`src/hw/rtl/assert_macros.svh`:
```
// Assertion macros shared by the RTL of the form percent decoder.
// No dependencies; included by files that carry concurrent assertions.
`ifndef ASSERT_MACROS_SVH
`define ASSERT_MACROS_SVH

// Same-cycle implication, disabled during reset.
`define ASSERT_IMPL(label, clk, rst, ante, cons) \
  label: assert property (@(posedge clk) disable iff (rst) (ante) |-> (cons)) \
    else $error("assertion failed: same-cycle implication");

// Next-cycle implication, disabled during reset.
`define ASSERT_NEXT(label, clk, rst, ante, cons) \
  label: assert property (@(posedge clk) disable iff (rst) (ante) |=> (cons)) \
    else $error("assertion failed: next-cycle implication");

`endif

```
`src/hw/rtl/fpd_pkg.sv`:
```
// Package of the form percent decoder: character codes, status and phase
// codes, item and result structs, and the hex digit decode function.
package fpd_pkg;

  localparam logic [7:0] CH_PLUS    = 8'h2B;
  localparam logic [7:0] CH_PERCENT = 8'h25;
  localparam logic [7:0] CH_SPACE   = 8'h20;
  localparam logic [7:0] CH_0       = 8'h30;
  localparam logic [7:0] CH_9       = 8'h39;
  localparam logic [7:0] CH_LA      = 8'h61;
  localparam logic [7:0] CH_LF      = 8'h66;
  localparam logic [7:0] CH_UA      = 8'h41;
  localparam logic [7:0] CH_UF      = 8'h46;

  localparam logic [15:0] CAP_RESET = 16'd64;

  typedef enum logic [1:0] {
    ST_OK         = 2'd0,
    ST_BAD_ESCAPE = 2'd1,
    ST_TOO_LONG   = 2'd2
  } status_t;

  typedef enum logic [1:0] {
    PH_PLAIN = 2'd0,
    PH_HIGH  = 2'd1,
    PH_LOW   = 2'd2
  } phase_t;

  typedef struct packed {
    logic [7:0] in_byte;
    logic       has_byte;
    logic       last;
  } item_t;

  typedef struct packed {
    logic [7:0] out_byte;
    logic       out_valid;
    logic       done_res;
    logic [1:0] status;
  } result_t;

  // Per-string decoder state, exported for checking.
  typedef struct packed {
    phase_t      phase;
    logic [3:0]  high_nibble;
    logic [15:0] written_count;
    status_t     error_code;
  } dec_state_t;

  // Returns {is_hex, value}.
  function automatic logic [4:0] hex_digit(input logic [7:0] b);
    logic [7:0] diff;
    begin
      diff = 8'd0;
      if (b >= CH_0 && b <= CH_9) begin
        diff = b - CH_0;
        hex_digit = {1'b1, diff[3:0]};
      end else if (b >= CH_LA && b <= CH_LF) begin
        diff = b - CH_LA + 8'd10;
        hex_digit = {1'b1, diff[3:0]};
      end else if (b >= CH_UA && b <= CH_UF) begin
        diff = b - CH_UA + 8'd10;
        hex_digit = {1'b1, diff[3:0]};
      end else begin
        hex_digit = 5'd0;
      end
    end
  endfunction

endpackage

```
`src/hw/rtl/fpd_core.sv`:
```
// Decode core of the form percent decoder: per-string state registers and
// the single-pass decode of one item. Depends on fpd_pkg.
module fpd_core import fpd_pkg::*; (
  input  logic        clk,
  input  logic        rst,
  input  logic        step,
  input  item_t       item,
  input  logic [15:0] out_capacity,
  output result_t     result,
  output dec_state_t  state
);

  dec_state_t state_next;
  logic       emit;
  logic [7:0] ch;
  logic [4:0] dig;
  logic [16:0] count_inc;

  // Decode one item against the current string state.
  always_comb begin
    state_next = state;
    emit       = 1'b0;
    ch         = 8'd0;
    dig        = hex_digit(item.in_byte);
    count_inc  = {1'b0, state.written_count} + 17'd1;

    if (item.has_byte && state.error_code == ST_OK) begin
      unique case (state.phase)
        PH_PLAIN: begin
          if (item.in_byte == CH_PERCENT) begin
            state_next.phase = PH_HIGH;
          end else begin
            ch   = (item.in_byte == CH_PLUS) ? CH_SPACE : item.in_byte;
            emit = 1'b1;
          end
        end
        PH_HIGH: begin
          if (!dig[4]) begin
            state_next.error_code = ST_BAD_ESCAPE;
          end else begin
            state_next.high_nibble = dig[3:0];
            state_next.phase       = PH_LOW;
          end
        end
        default: begin
          state_next.phase = PH_PLAIN;
          if (!dig[4]) begin
            state_next.error_code = ST_BAD_ESCAPE;
          end else begin
            ch = {state.high_nibble, dig[3:0]};
            if (ch == 8'd0) begin
              state_next.error_code = ST_BAD_ESCAPE;
            end else begin
              emit = 1'b1;
            end
          end
        end
      endcase

      // Capacity check; one byte is kept back for the terminator.
      if (emit) begin
        if (count_inc >= {1'b0, out_capacity}) begin
          state_next.error_code = ST_TOO_LONG;
          emit = 1'b0;
        end else begin
          state_next.written_count = count_inc[15:0];
        end
      end
    end

    // An escape left open at the end of the string is a bad escape.
    if (item.last && state_next.error_code == ST_OK && state_next.phase != PH_PLAIN) begin
      state_next.error_code = ST_BAD_ESCAPE;
    end

    result.out_byte  = emit ? ch : 8'd0;
    result.out_valid = emit;
    result.done_res  = item.last;
    result.status    = item.last ? state_next.error_code : ST_OK;

    if (item.last) begin
      state_next.phase         = PH_PLAIN;
      state_next.high_nibble   = 4'd0;
      state_next.written_count = 16'd0;
      state_next.error_code    = ST_OK;
    end
  end

  // State register, advanced once per decoded item.
  always_ff @(posedge clk) begin
    if (rst) begin
      state.phase         <= PH_PLAIN;
      state.high_nibble   <= 4'd0;
      state.written_count <= 16'd0;
      state.error_code    <= ST_OK;
    end else if (step) begin
      state <= state_next;
    end
  end

endmodule

```
`src/hw/rtl/form_percent_decoder.sv`:
```
// Top level of the form percent decoder: input register, decode core,
// result register and configuration register. Depends on fpd_pkg,
// fpd_core and assert_macros.svh.
//
// Channel   | Direction | Transaction carries
// s_axis    | in        | tdata = in_byte, tuser = has_byte, tlast = last
// m_axis    | out       | tdata = out_byte, tuser = {status, out_valid}, tlast = done_res
// cfg       | in        | data = out_capacity
//
// One item per cycle is sustained while m_axis is not stalled; each item is
// held in the input register, is decoded into the result register, and is
// then offered on m_axis. A stalled m_axis holds the result and the input
// register fills, after which s_axis_tready drops. Synchronous reset clears
// the string state, empties both registers and sets out_capacity to 64.
`include "assert_macros.svh"

module form_percent_decoder import fpd_pkg::*; (
  input  logic        clk,
  input  logic        rst,
  input  logic        s_axis_tvalid,
  output logic        s_axis_tready,
  input  logic [7:0]  s_axis_tdata,   // [7:0] in_byte
  input  logic        s_axis_tuser,   // [0] has_byte
  input  logic        s_axis_tlast,
  output logic        m_axis_tvalid,
  input  logic        m_axis_tready,
  output logic [7:0]  m_axis_tdata,   // [7:0] out_byte
  output logic [2:0]  m_axis_tuser,   // [0] out_valid, [2:1] status
  output logic        m_axis_tlast,
  input  logic        cfg_valid,
  output logic        cfg_ready,
  input  logic [15:0] cfg_data
);

  logic        in_full;
  item_t       in_item;
  logic        out_full;
  result_t     out_res;
  result_t     core_res;
  dec_state_t  core_state;
  logic        step;
  logic [15:0] out_capacity;

  // Decode advances when the input register holds an item and the result
  // register is free or being drained.
  assign step          = in_full && (!out_full || m_axis_tready);
  assign s_axis_tready = !in_full || step;
  assign cfg_ready     = 1'b1;

  // Configuration register.
  always_ff @(posedge clk) begin
    if (rst) begin
      out_capacity <= CAP_RESET;
    end else if (cfg_valid && cfg_ready) begin
      out_capacity <= cfg_data;
    end
  end

  // Input register.
  always_ff @(posedge clk) begin
    if (rst) begin
      in_full <= 1'b0;
    end else if (s_axis_tvalid && s_axis_tready) begin
      in_full <= 1'b1;
    end else if (step) begin
      in_full <= 1'b0;
    end
  end

  always_ff @(posedge clk) begin
    if (s_axis_tvalid && s_axis_tready) begin
      in_item.in_byte  <= s_axis_tdata;
      in_item.has_byte <= s_axis_tuser;
      in_item.last     <= s_axis_tlast;
    end
  end

  fpd_core u_core (
    .clk          (clk),
    .rst          (rst),
    .step         (step),
    .item         (in_item),
    .out_capacity (out_capacity),
    .result       (core_res),
    .state        (core_state)
  );

  // Result register.
  always_ff @(posedge clk) begin
    if (rst) begin
      out_full <= 1'b0;
    end else if (step) begin
      out_full <= 1'b1;
    end else if (m_axis_tready) begin
      out_full <= 1'b0;
    end
  end

  always_ff @(posedge clk) begin
    if (step) begin
      out_res <= core_res;
    end
  end

  assign m_axis_tvalid = out_full;
  assign m_axis_tdata  = out_res.out_byte;
  assign m_axis_tuser  = {out_res.status, out_res.out_valid};
  assign m_axis_tlast  = out_res.done_res;

  // A status other than ok appears only on the final result of a string.
  `ASSERT_IMPL(a_status_on_last, clk, rst,
    m_axis_tvalid && !m_axis_tlast, m_axis_tuser[2:1] == ST_OK)
  // A decoded byte is never delivered together with an error status.
  `ASSERT_IMPL(a_no_byte_on_error, clk, rst,
    m_axis_tvalid && m_axis_tuser[0], m_axis_tuser[2:1] == ST_OK)
  // Decoding the final item returns the string state to its reset values.
  `ASSERT_NEXT(a_clear_after_last, clk, rst,
    step && in_item.last,
    core_state.phase == PH_PLAIN && core_state.written_count == 16'd0 &&
    core_state.error_code == ST_OK)

endmodule
```
`config.mk`:
```
export PLATFORM = sky130hd
export DESIGN_NAME = form_percent_decoder
export DESIGN_NICKNAME = d
export VERILOG_FILES = /design/src/hw/rtl/fpd_pkg.sv /design/src/hw/rtl/fpd_core.sv /design/src/hw/rtl/form_percent_decoder.sv
export VERILOG_INCLUDE_DIRS = /design/src /design/src/hw/rtl
export SDC_FILE = /design/constraint.sdc
export NUM_CORES = 1
export LEC_CHECK = 0
export ABC_CLOCK_PERIOD_IN_PS = 4100
export BUFFER_PORTS_ARGS = -buffer_cell sky130_fd_sc_hd__buf_2
export CAP_MARGIN = 5
export CORE_ASPECT_RATIO = 0.9
export CORE_MARGIN = 10
export CORE_UTILIZATION = 45
export CTS_CLUSTER_DIAMETER = 150
export DETAILED_ROUTE_END_ITERATION = 8
export PLACE_DENSITY_LB_ADDON = 0.05
export SLEW_MARGIN = 10
export SYNTH_ARGS = -nofsm -noshare
export SYNTH_HDL_FRONTEND = slang
export SYNTH_SLANG_ARGS = --single-unit
```
`constraint.sdc`:
```
create_clock -name clk -period 4.1 [get_ports clk]
set_clock_uncertainty 0.15 [all_clocks]
set_input_delay 0.41 -clock clk [delete_from_list [all_inputs] [get_ports clk]]
set_output_delay 0.41 -clock clk [all_outputs]
set_load 0.01 [all_outputs]
```
==> impl_metrics.json, run 1 <==
{
  "crit_path_max_incr_delay_ps": 580,
  "tns_ps": 0,
  "vias_per_cell": 5.33,
  "cp-start-kind": "flip-flop",
  "path_common_cell": "nor2_1",
  "fin_util_pct": 52.7,
  "crit_family": "simple AND/OR/NAND/NOR gates",
  "clock-sinks": 64,
  "clkLatencyLatePin_ps": 350,
  "num_vias": 2692,
  "totalWireLength_mm": 7.82,
  "synth_cells": 362,
  "worst-path-max-fanout": 12,
  "p_seq_share_pct": 51.5,
  "worst_path_max_delay_cell": "or4b_4",
  "synthTopCellsByArea": "dfxtp_1, edfxtp_1, ha_1",
  "fin_crit_ps": 3840,
  "final_nets": 455,
  "status": "completed",
  "end_kind": "flip-flop",
  "rsz0062_at_grt": "false",
  "area_growth_syn_to_layout_pct": 14.4,
  "tightest_slew_ps": 622,
  "die_w_um": 113,
  "regArea_sq_mm": 0.00150,
  "syn_avg_cell_area_sq_um": 9.61,
  "dp_hpwl_mm": 5.80,
  "dp.cells": 489,
  "synth_enable_flop_cells": 22,
  "crit_buf_inv": 0,
  "synth.top_cell.area_share_pct": 24.2,
  "p_leak_nw": 1.72,
  "cts.path.max_buffers": 2,
  "finalHoldViolations": 0,
  "post_drt_wl_per_cell_um": 15.5,
  "crit_type": "flip-flop to flip-flop",
  "vdd_drop_max_uv": 184,
  "root_buffer": "clkbuf_8",
  "ys_types": 57,
  "clkPwrFrac_pct": 39.5,
  "grt_usage_pct": 13.8,
  "design_area_sq_mm": 0.00398,
  "h-tree-depth": 3,
  "ys_seq_elements": 64,
  "numCtsBuffers": 9,
  "firstDrtPassIters": 4,
  "yosys_warnings": 0,
  "fin_cells": 505,
  "setup_viol_count_final": 0,
  "yosysTopAreaCell": "dfxtp_1",
  "p_comb_share_pct": 9.0,
  "drt-initial-drc-count": 78,
  "hold_buffers": 0,
  "drv_cap": 0,
  "relSlewSlack_pct": 57.9,
  "diodes": 0,
  "slew_viol_final": 0,
  "yosysSeqAreaShare_pct": 43.2,
  "switchingPower_mw": 0.326,
  "synthArstFlopShare_pct": 0,
  "cts_setup_buffers": 0,
  "worst_ep_required_time_ps": 4180,
  "syn-num-nets": 413,
  "hp-class": "primary input to flip-flop",
  "drc_errors": 0,
  "path_clk_slew_ps": 70,
  "power.total_mw": 1.35,
  "crit_arrival_ps": 3920,
  "fp.dieArea_sq_mm": 0.0116,
  "internal-power_mw": 1.03,
  "powerDensity_mw_per_mm2": 340,
  "portBuffers": 44,
  "grt_max_degree": 29,
  "initial_core_util_pct": 46.1,
  "syn-cell-area_sq_mm": 0.00348,
  "io_pins": 46,
  "antenna_found_initial": 0,
  "core-area_sq_mm": 0.00754,
  "synth_flop_cell": "dfxtp_1",
  "grt_pass1_wl_mm": 13.0,
  "layout-drive-gt1-share_pct": 18.8,
  "path_cells": "nand4_1, or3_4, nor2_1, xor2_1, ha_1, nand3_1, nor2_1, o2bb2ai_1, a21oi_1, or4b_4, a21o_2, a221o_1",
  "grt_overflow": 0,
  "final_antenna_net_count": 0,
  "die_h_um": 103,
  "n_fill_cell": 707,
  "swShare_pct": 24.1,
  "placed_area_sq_mm": 0.00377,
  "multi_input_area_sq_mm": 0.00183,
  "gp_congestion": 0.860,
  "fin_crit_sh_pct": 93.7,
  "grt_pass1_vias": 2577,
  "tritoncts": "done",
  "num_rows": 30,
  "fmax_mhz": 260
}
## logic make-up (layout without fill, tap and decap cells)
kind of cell	Yosys count	after routing	share of synthesized area, %
simple gates	136	136	20.3
mux	20	20	5.79
xor+xnor	15	15	3.78
other cells	1	1	0.108
fa+ha+maj	20	20	7.20
buf+inv	38	85	4.61
flops	64	64	43.2
compound gates	68	68	15.0
## registers in the layout (all words and copies together), names as in the netlist
name           cells
in_full            1
in_item           10
m_axis_tdata       8
m_axis_tlast       1
m_axis_tuser       3
m_axis_tvalid      1
out_capacity      16
u_core.state      24
## layout make-up
type,count,share of cell area (%)
timing repair buffer,48,6.29
clock buffer,13,3.74
clock inverter,3,1.07
tap,96,3.02
sequential,64,37.8
inverter,21,1.98
multi-input combinational,260,46.1
## path summary, 6_finish.rpt
| path | slack (ps) | cells past startpoint | end | from |
|---|---|---|---|---|
| worst max-delay path | 260 | 12 | u_core.state[12] | u_core.state[7] |
| worst min-delay path | 90 | 1 | in_item[8] | s_axis_tdata[6] |
| worst max register to register | 260 | 12 | u_core.state[12] | u_core.state[7] |
| worst min register to register | 340 | 2 | out_capacity[9] | out_capacity[9] |
## worst reg2reg max path: stages (launching register included)
cell and delay, ps:
dfxtp_1 440, nand4_1 260, or3_4 480, nor2_1 140
xor2_1 210, ha_1 290, nand3_1 140, nor2_1 60
o2bb2ai_1 120, a21oi_1 160, or4b_4 580, a21o_2 320
a221o_1 370
## power groups by stage
| stage | Clock (mW) | Combinational, mW | Sequential [mW] |
|---|---|---|---|
| finish | 0.535 | 0.121 | 0.698 |
| global route | 0.582 | 0.138 | 0.700 |
| CTS | 0.555 | 0.123 | 0.697 |
| global placement | 0 | 0.121 | 0.710 |
| floorplan | 0 | 0.0810 | 0.709 |
| detailed placement | 0 | 0.122 | 0.712 |
## repair_timing
item	4_1_cts	5_1_grt
setup endpoints to repair	0	14
resized for setup	0	7
hold endpoints to repair	0	0
## cell usage in the layout, fill, tap and decap left out, types with 4 or more instances in the layout
master,netlist,layout
nor2_1,51,51
buf_2,2,44
dfxtp_1,42,40
nand2_1,24,24
edfxtp_1,22,22
inv_1,20,20
mux2i_1,19,19
ha_1,20,19
a21oi_1,13,13
a221o_1,11,11
clkbuf_8,0,10
and3_1,9,9
xnor2_1,9,9
nand3_1,8,8
a22oi_1,7,7
xor2_1,6,6
a21o_1,7,6
nand4_1,5,5
nor3_1,6,5
a22o_1,5,5
o21ai_0,5,5
a32oi_1,5,5
nor2b_1,4,4
and2_1,4,4
nor3b_1,4,4
buf_4,2,4
## Yosys cell counts, types with 3 or more instances
library cell / n
and3_1: 9
nor3_1: 6
nor3b_1: 4
a221o_1: 11
xnor2_1: 9
nand4_1: 5
nor2b_1: 4
a32oi_1: 5
dfxtp_1: 42
nand2_1: 24
a21oi_1: 13
nand3_1: 8
a21o_1: 7
edfxtp_1: 22
mux2i_1: 19
ha_1: 20
xor2_1: 6
inv_1: 20
a22o_1: 5
a22oi_1: 7
nor4_1: 3
and2_1: 4
clkbuf_1: 11
o21ai_0: 5
nor2_1: 51
## per-layer routing
layer | GRT usage, % | share of wire, % | vias up
li1 | - | - | 1399
met1 | 20.3 | 56 | 1228
met2 | 18.0 | 38 | 55
met3 | 4.38 | 4.7 | 10
met4 | 5.26 | 1.4 | 0
met5 | 0 | 0 | -
## through the flow
step | setup WS (ps) | hold slack [ps]
after global routing | 22.6 | 69.0
final | 260 | 90.2
after detailed placement | 107 | 332
after global placement | 255 | 326
after CTS | 87.7 | 69.7
after floorplan | 327 | 274
Power figures use the tool's default switching activity.
==> run 2, diff against run 1 <==
--- a/config.mk
+++ b/config.mk
@@ -10,11 +10,9 @@
 export BUFFER_PORTS_ARGS = -buffer_cell sky130_fd_sc_hd__buf_2
 export CAP_MARGIN = 5
 export CORE_ASPECT_RATIO = 0.9
-export CORE_MARGIN = 10
 export CORE_UTILIZATION = 45
 export CTS_CLUSTER_DIAMETER = 150
 export DETAILED_ROUTE_END_ITERATION = 8
-export PLACE_DENSITY_LB_ADDON = 0.05
 export SLEW_MARGIN = 10
 export SYNTH_ARGS = -nofsm -noshare
 export SYNTH_HDL_FRONTEND = slang
==> constraint.sdc (replaced) <==
create_clock -name clk -period 4.1 [get_ports clk]
set_clock_uncertainty 0.15 [all_clocks]
set_input_delay 0 -clock clk [delete_from_list [all_inputs] [get_ports clk]]
set_output_delay 0 -clock clk [all_outputs]
set_load 0.01 [all_outputs]
==> impl_metrics.json, run 2 (same netlist as run 1, synthesis figures left out) <==
{
  "path_cells": "ha_2, nand4_1, nor3_2, and4_1, xor2_1, ha_1, a21o_1, a211oi_1, nand2_1, or4b_4, a21o_2, a221o_1",
  "worst_path_max_delay_cell": "or4b_4",
  "grt_pass1_wl_mm": 13.1,
  "final_cell_mix": "nor2_1, dlygate4sd3_1, buf_2, dfxtp_1, nand2_1",
  "tritoncts": "done",
  "area_growth_syn_to_layout_pct": 28.5,
  "relSlewSlack_pct": 55.4,
  "h-tree-depth": 3,
  "hp-class": "primary input to flip-flop",
  "io_pins": 46,
  "final_antenna_net_count": 0,
  "vias_per_cell": 5.28,
  "largest_reg_flops": 24,
  "die_w_um": 94.7,
  "dp_hpwl_mm": 5.28,
  "grt_overflow": 0,
  "status": "completed",
  "numCtsBuffers": 9,
  "crit_type": "flip-flop to flip-flop",
  "setup_viol_count_final": 0,
  "fmax_mhz": 258,
  "powerDensity_mw_per_mm2": 323,
  "top_regs": "u_core.state: 24 flops, out_capacity: 16 flops, in_item: 10 flops",
  "fp.dieArea_sq_mm": 0.00808,
  "gp_congestion": 0.841,
  "diodes": 0,
  "crit_family": "simple AND/OR/NAND/NOR gates",
  "fin_crit_sh_pct": 94.4,
  "num_rows": 30,
  "fin_crit_ps": 3870,
  "fin_util_pct": 59.5,
  "cp-start-kind": "flip-flop",
  "worst-path-max-fanout": 12,
  "grt_max_degree": 29,
  "p_leak_nw": 1.96,
  "final_common_cell": "nor2_1",
  "path_clk_slew_ps": 70,
  "antenna_found_initial": 0,
  "cts.path.max_buffers": 2,
  "dp.cells": 489,
  "die_h_um": 85.4,
  "multi_input_area_sq_mm": 0.00182,
  "end_kind": "flip-flop",
  "initial_core_util_pct": 46.3,
  "drt-initial-drc-count": 240,
  "grt_pass1_vias": 2715,
  "portBuffers": 44,
  "core-area_sq_mm": 0.00751,
  "n_fill_cell": 663,
  "worst_ep_required_time_ps": 4160,
  "crit_buf_inv": 0,
  "largest_register": "u_core.state",
  "post_drt_wl_per_cell_um": 14.0,
  "finalHoldViolations": 0,
  "num_vias": 2918,
  "slew_viol_final": 0,
  "tightest_slew_ps": 663,
  "clock-sinks": 64,
  "root_buffer": "clkbuf_8",
  "totalWireLength_mm": 7.73,
  "final_nets": 503,
  "drv_cap": 0,
  "grt_usage_pct": 20.8,
  "firstDrtPassIters": 7,
  "hold_ws_ps": 27.9,
  "crit_path_max_incr_delay_ps": 590,
  "drc_errors": 0,
  "crit_arrival_ps": 3940,
  "layout-drive-gt1-share_pct": 16.6,
  "clkLatencyLatePin_ps": 330,
  "vdd_drop_max_uv": 228,
  "regArea_sq_mm": 0.00150,
  "fin_cells": 553
}
==> run 2: final timing paths <==
| kind | startpoint | to | slack (ps) | cells past startpoint |
|---|---|---|---|---|
| worst max-delay path | u_core.state[2] | u_core.state[14] | 230 | 12 |
| worst min-delay path | cfg_valid | out_capacity[6] | 30 | 3 |
| worst max register to register | u_core.state[2] | u_core.state[14] | 230 | 12 |
| worst min register to register | u_core.state[10] | u_core.state[10] | 350 | 2 |
==> run 2: final cells by class <==
| class | count | share of cell area [%] |
|---|---|---|
| repair buffers | 96 | 16.3 |
| multi-input cells | 260 | 40.8 |
| flip-flops and latches | 64 | 33.6 |
| well taps | 96 | 2.69 |
| clock buffers | 11 | 2.94 |
| inverters | 21 | 1.76 |
| clock inverters | 5 | 1.82 |
==> run 2: metal layers <==
layer	GRT usage, %	wire (um)	up-vias
met5	0	0	-
met4	6.06	66	0
met3	4.48	393	8
met2	29.4	3230	81
met1	31.5	4040	1335
li1	-	-	1494
==> run 2: repair_timing <==
action	4_1_cts	5_1_grt
endpoints found under the setup margin	0	11
gates resized for setup	0	4
hold buffers	47	0
hold endpoints to repair	33	0
setup buffers	0	1
==> run 2: report_power, final <==
part	switching, mW	internal (mW)
logic	0.0775	0.0803
clock network	0.243	0.343
registers	0.0166	0.681
==> run 2: tightest hold or removal path: stages <==
cell and delay (ps):
buf_2 270, nand2_1 120, o211ai_1 70
==> run 2: stage by stage <==
stage                     cell area, sq um  setup WS [ps]  power [mW]  setup TNS, ps
final                                 4470            228        1.44              0
after CTS                             4450            137        1.45              0
after floorplan                       3480            327       0.790              0
after global placement                3770            260       0.830              0
after detailed placement              3770            146       0.832              0
after global routing                  4470          -15.1        1.50          -27.1
==> run 3, diff against run 2 <==
--- a/config.mk
+++ b/config.mk
@@ -8,11 +8,12 @@
 export LEC_CHECK = 0
 export ABC_CLOCK_PERIOD_IN_PS = 4100
 export BUFFER_PORTS_ARGS = -buffer_cell sky130_fd_sc_hd__buf_2
-export CAP_MARGIN = 5
+export CAP_MARGIN = 25
 export CORE_ASPECT_RATIO = 0.9
 export CORE_UTILIZATION = 45
 export CTS_CLUSTER_DIAMETER = 150
 export DETAILED_ROUTE_END_ITERATION = 8
+export REMOVE_ABC_BUFFERS = 1
 export SLEW_MARGIN = 10
 export SYNTH_ARGS = -nofsm -noshare
 export SYNTH_HDL_FRONTEND = slang
==> impl_metrics.json, run 3 (same netlist as run 1, synthesis figures left out) <==
{
  "grt_pass1_vias": 2624,
  "die_h_um": 85.4,
  "fmax_mhz": 256,
  "finalHoldViolations": 0,
  "portBuffers": 44,
  "p_leak_nw": 1.90,
  "largest_reg_flops": 24,
  "swShare_pct": 23.5,
  "final_nets": 493,
  "grt_max_degree": 29,
  "fin_crit_ps": 3900,
  "num_vias": 2937,
  "setup_viol_count_final": 0,
  "gp_congestion": 0.834,
  "area_growth_syn_to_layout_pct": 25.4,
  "drc_errors": 0,
  "slew_viol_final": 0,
  "post_drt_wl_per_cell_um": 14.3,
  "design_area_sq_mm": 0.00436,
  "placed_area_sq_mm": 0.00378,
  "grt_usage_pct": 21.1,
  "hold_ws_ps": 28.7,
  "tightest_slew_ps": 701,
  "layout-drive-gt1-share_pct": 16.3,
  "crit_path_max_incr_delay_ps": 490,
  "rsz0062_at_grt": "false",
  "final_antenna_net_count": 0,
  "setup_slack_ps": 197,
  "fin_cells": 543,
  "dp_hpwl_mm": 5.29,
  "diodes": 0,
  "vdd_drop_max_uv": 208,
  "dp.cells": 491,
  "fp.dieArea_sq_mm": 0.00808,
  "die_w_um": 94.7,
  "crit_arrival_ps": 3980,
  "fin_util_pct": 58.1,
  "p_comb_share_pct": 10.5,
  "end_kind": "flip-flop",
  "firstDrtPassIters": 5,
  "numCtsBuffers": 9,
  "hp-class": "primary input to flip-flop",
  "drt-initial-drc-count": 187,
  "vias_per_cell": 5.41,
  "totalWireLength_mm": 7.77,
  "internal-power_mw": 1.09,
  "grt_overflow": 0,
  "final_cell_mix": "nor2_1, buf_2, dfxtp_1, dlygate4sd3_1, nand2_1",
  "powerDensity_mw_per_mm2": 328,
  "h-tree-depth": 3,
  "clock-sinks": 64,
  "power.total_mw": 1.43,
  "path_cells": "and3_1, nand3_1, or3_1, nor2_1, xor2_1, ha_1, nand3_1, nor2_1, o2bb2ai_1, a21oi_1, or4b_4, a21o_1, a221o_1",
  "initial_core_util_pct": 46.3,
  "core-area_sq_mm": 0.00751,
  "crit_type": "flip-flop to flip-flop",
  "top_regs": "u_core.state: 24 flops, out_capacity: 16 flops, in_item: 10 flops",
  "io_pins": 46,
  "post-place-ws_ps": 227,
  "antenna_found_initial": 0,
  "relSlewSlack_pct": 52.6,
  "worst_ep_required_time_ps": 4180,
  "p_seq_share_pct": 48.7,
  "root_buffer": "clkbuf_8",
  "cp-start-kind": "flip-flop",
  "cts.path.max_buffers": 2,
  "num_rows": 30,
  "tritoncts": "done",
  "fin_crit_sh_pct": 95.2,
  "worst-path-max-fanout": 11,
  "drv_cap": 0,
  "path_clk_slew_ps": 70,
  "final_common_cell": "nor2_1",
  "grt_pass1_wl_mm": 12.9,
  "clkPwrFrac_pct": 40.8,
  "status": "completed",
  "clkLatencyLatePin_ps": 340,
  "largest_register": "u_core.state",
  "cts_setup_buffers": 0,
  "tns_ps": 0,
  "worst_path_max_delay_cell": "or3_1",
  "switchingPower_mw": 0.337
}
[run 3: path summary, 6_finish.rpt]
kind	start	endpoint	slack (ps)	cells after the start
setup / recovery	u_core.state[5]	u_core.state[4]	200	13
hold / removal	cfg_valid	out_capacity[6]	30	3
setup reg to reg	u_core.state[5]	u_core.state[4]	200	13
hold reg to reg	out_capacity[9]	out_capacity[9]	350	2
[run 3: layer usage]
metal | share of wire [%] | vias to the layer above | wire length [um] | GRT usage (%)
met5 | 0 | - | 0 | 0
met4 | 0.94 | 0 | 73 | 5.79
met3 | 4.8 | 7 | 374 | 5.65
met2 | 43 | 85 | 3350 | 29.4
met1 | 51 | 1374 | 3980 | 31.7
li1 | - | 1471 | - | -
[run 3: layout make-up]
class                           instances  area [sq um]
Clock inverter                          6          83.8
Clock buffer                           10           128
Timing Repair Buffer                   86           626
Tap cell                               96           120
Sequential cell                        64          1500
Inverter                               21          78.8
Multi-Input combinational cell        260          1820
Fill cell                             694          3150
[run 3: power by group through the flow]
stage | Combinational (mW) | Sequential (mW) | Clock [mW]
global placement | 0.120 | 0.709 | 0
finish | 0.151 | 0.696 | 0.583
detailed placement | 0.122 | 0.710 | 0
floorplan | 0.0694 | 0.710 | 0
global route | 0.167 | 0.699 | 0.626
CTS | 0.150 | 0.696 | 0.592
[run 3: critical path, delay by kind of cell (launching register included)]
family	cells	cell delay, ps
adder cells (fa/ha/maj)	1	280
flip-flops	1	470
XOR/XNOR	1	220
AO/OA/AOI/OAI	4	980
AND/OR/NAND/NOR	7	1680
[run 3: what timing repair did]
| item | 4_1_cts | 5_1_grt |
|---|---|---|
| setup endpoints to repair | 0 | 1 |
| gates resized for setup | 0 | 1 |
| hold endpoints to repair | 29 | 0 |
| hold buffers | 36 | 0 |
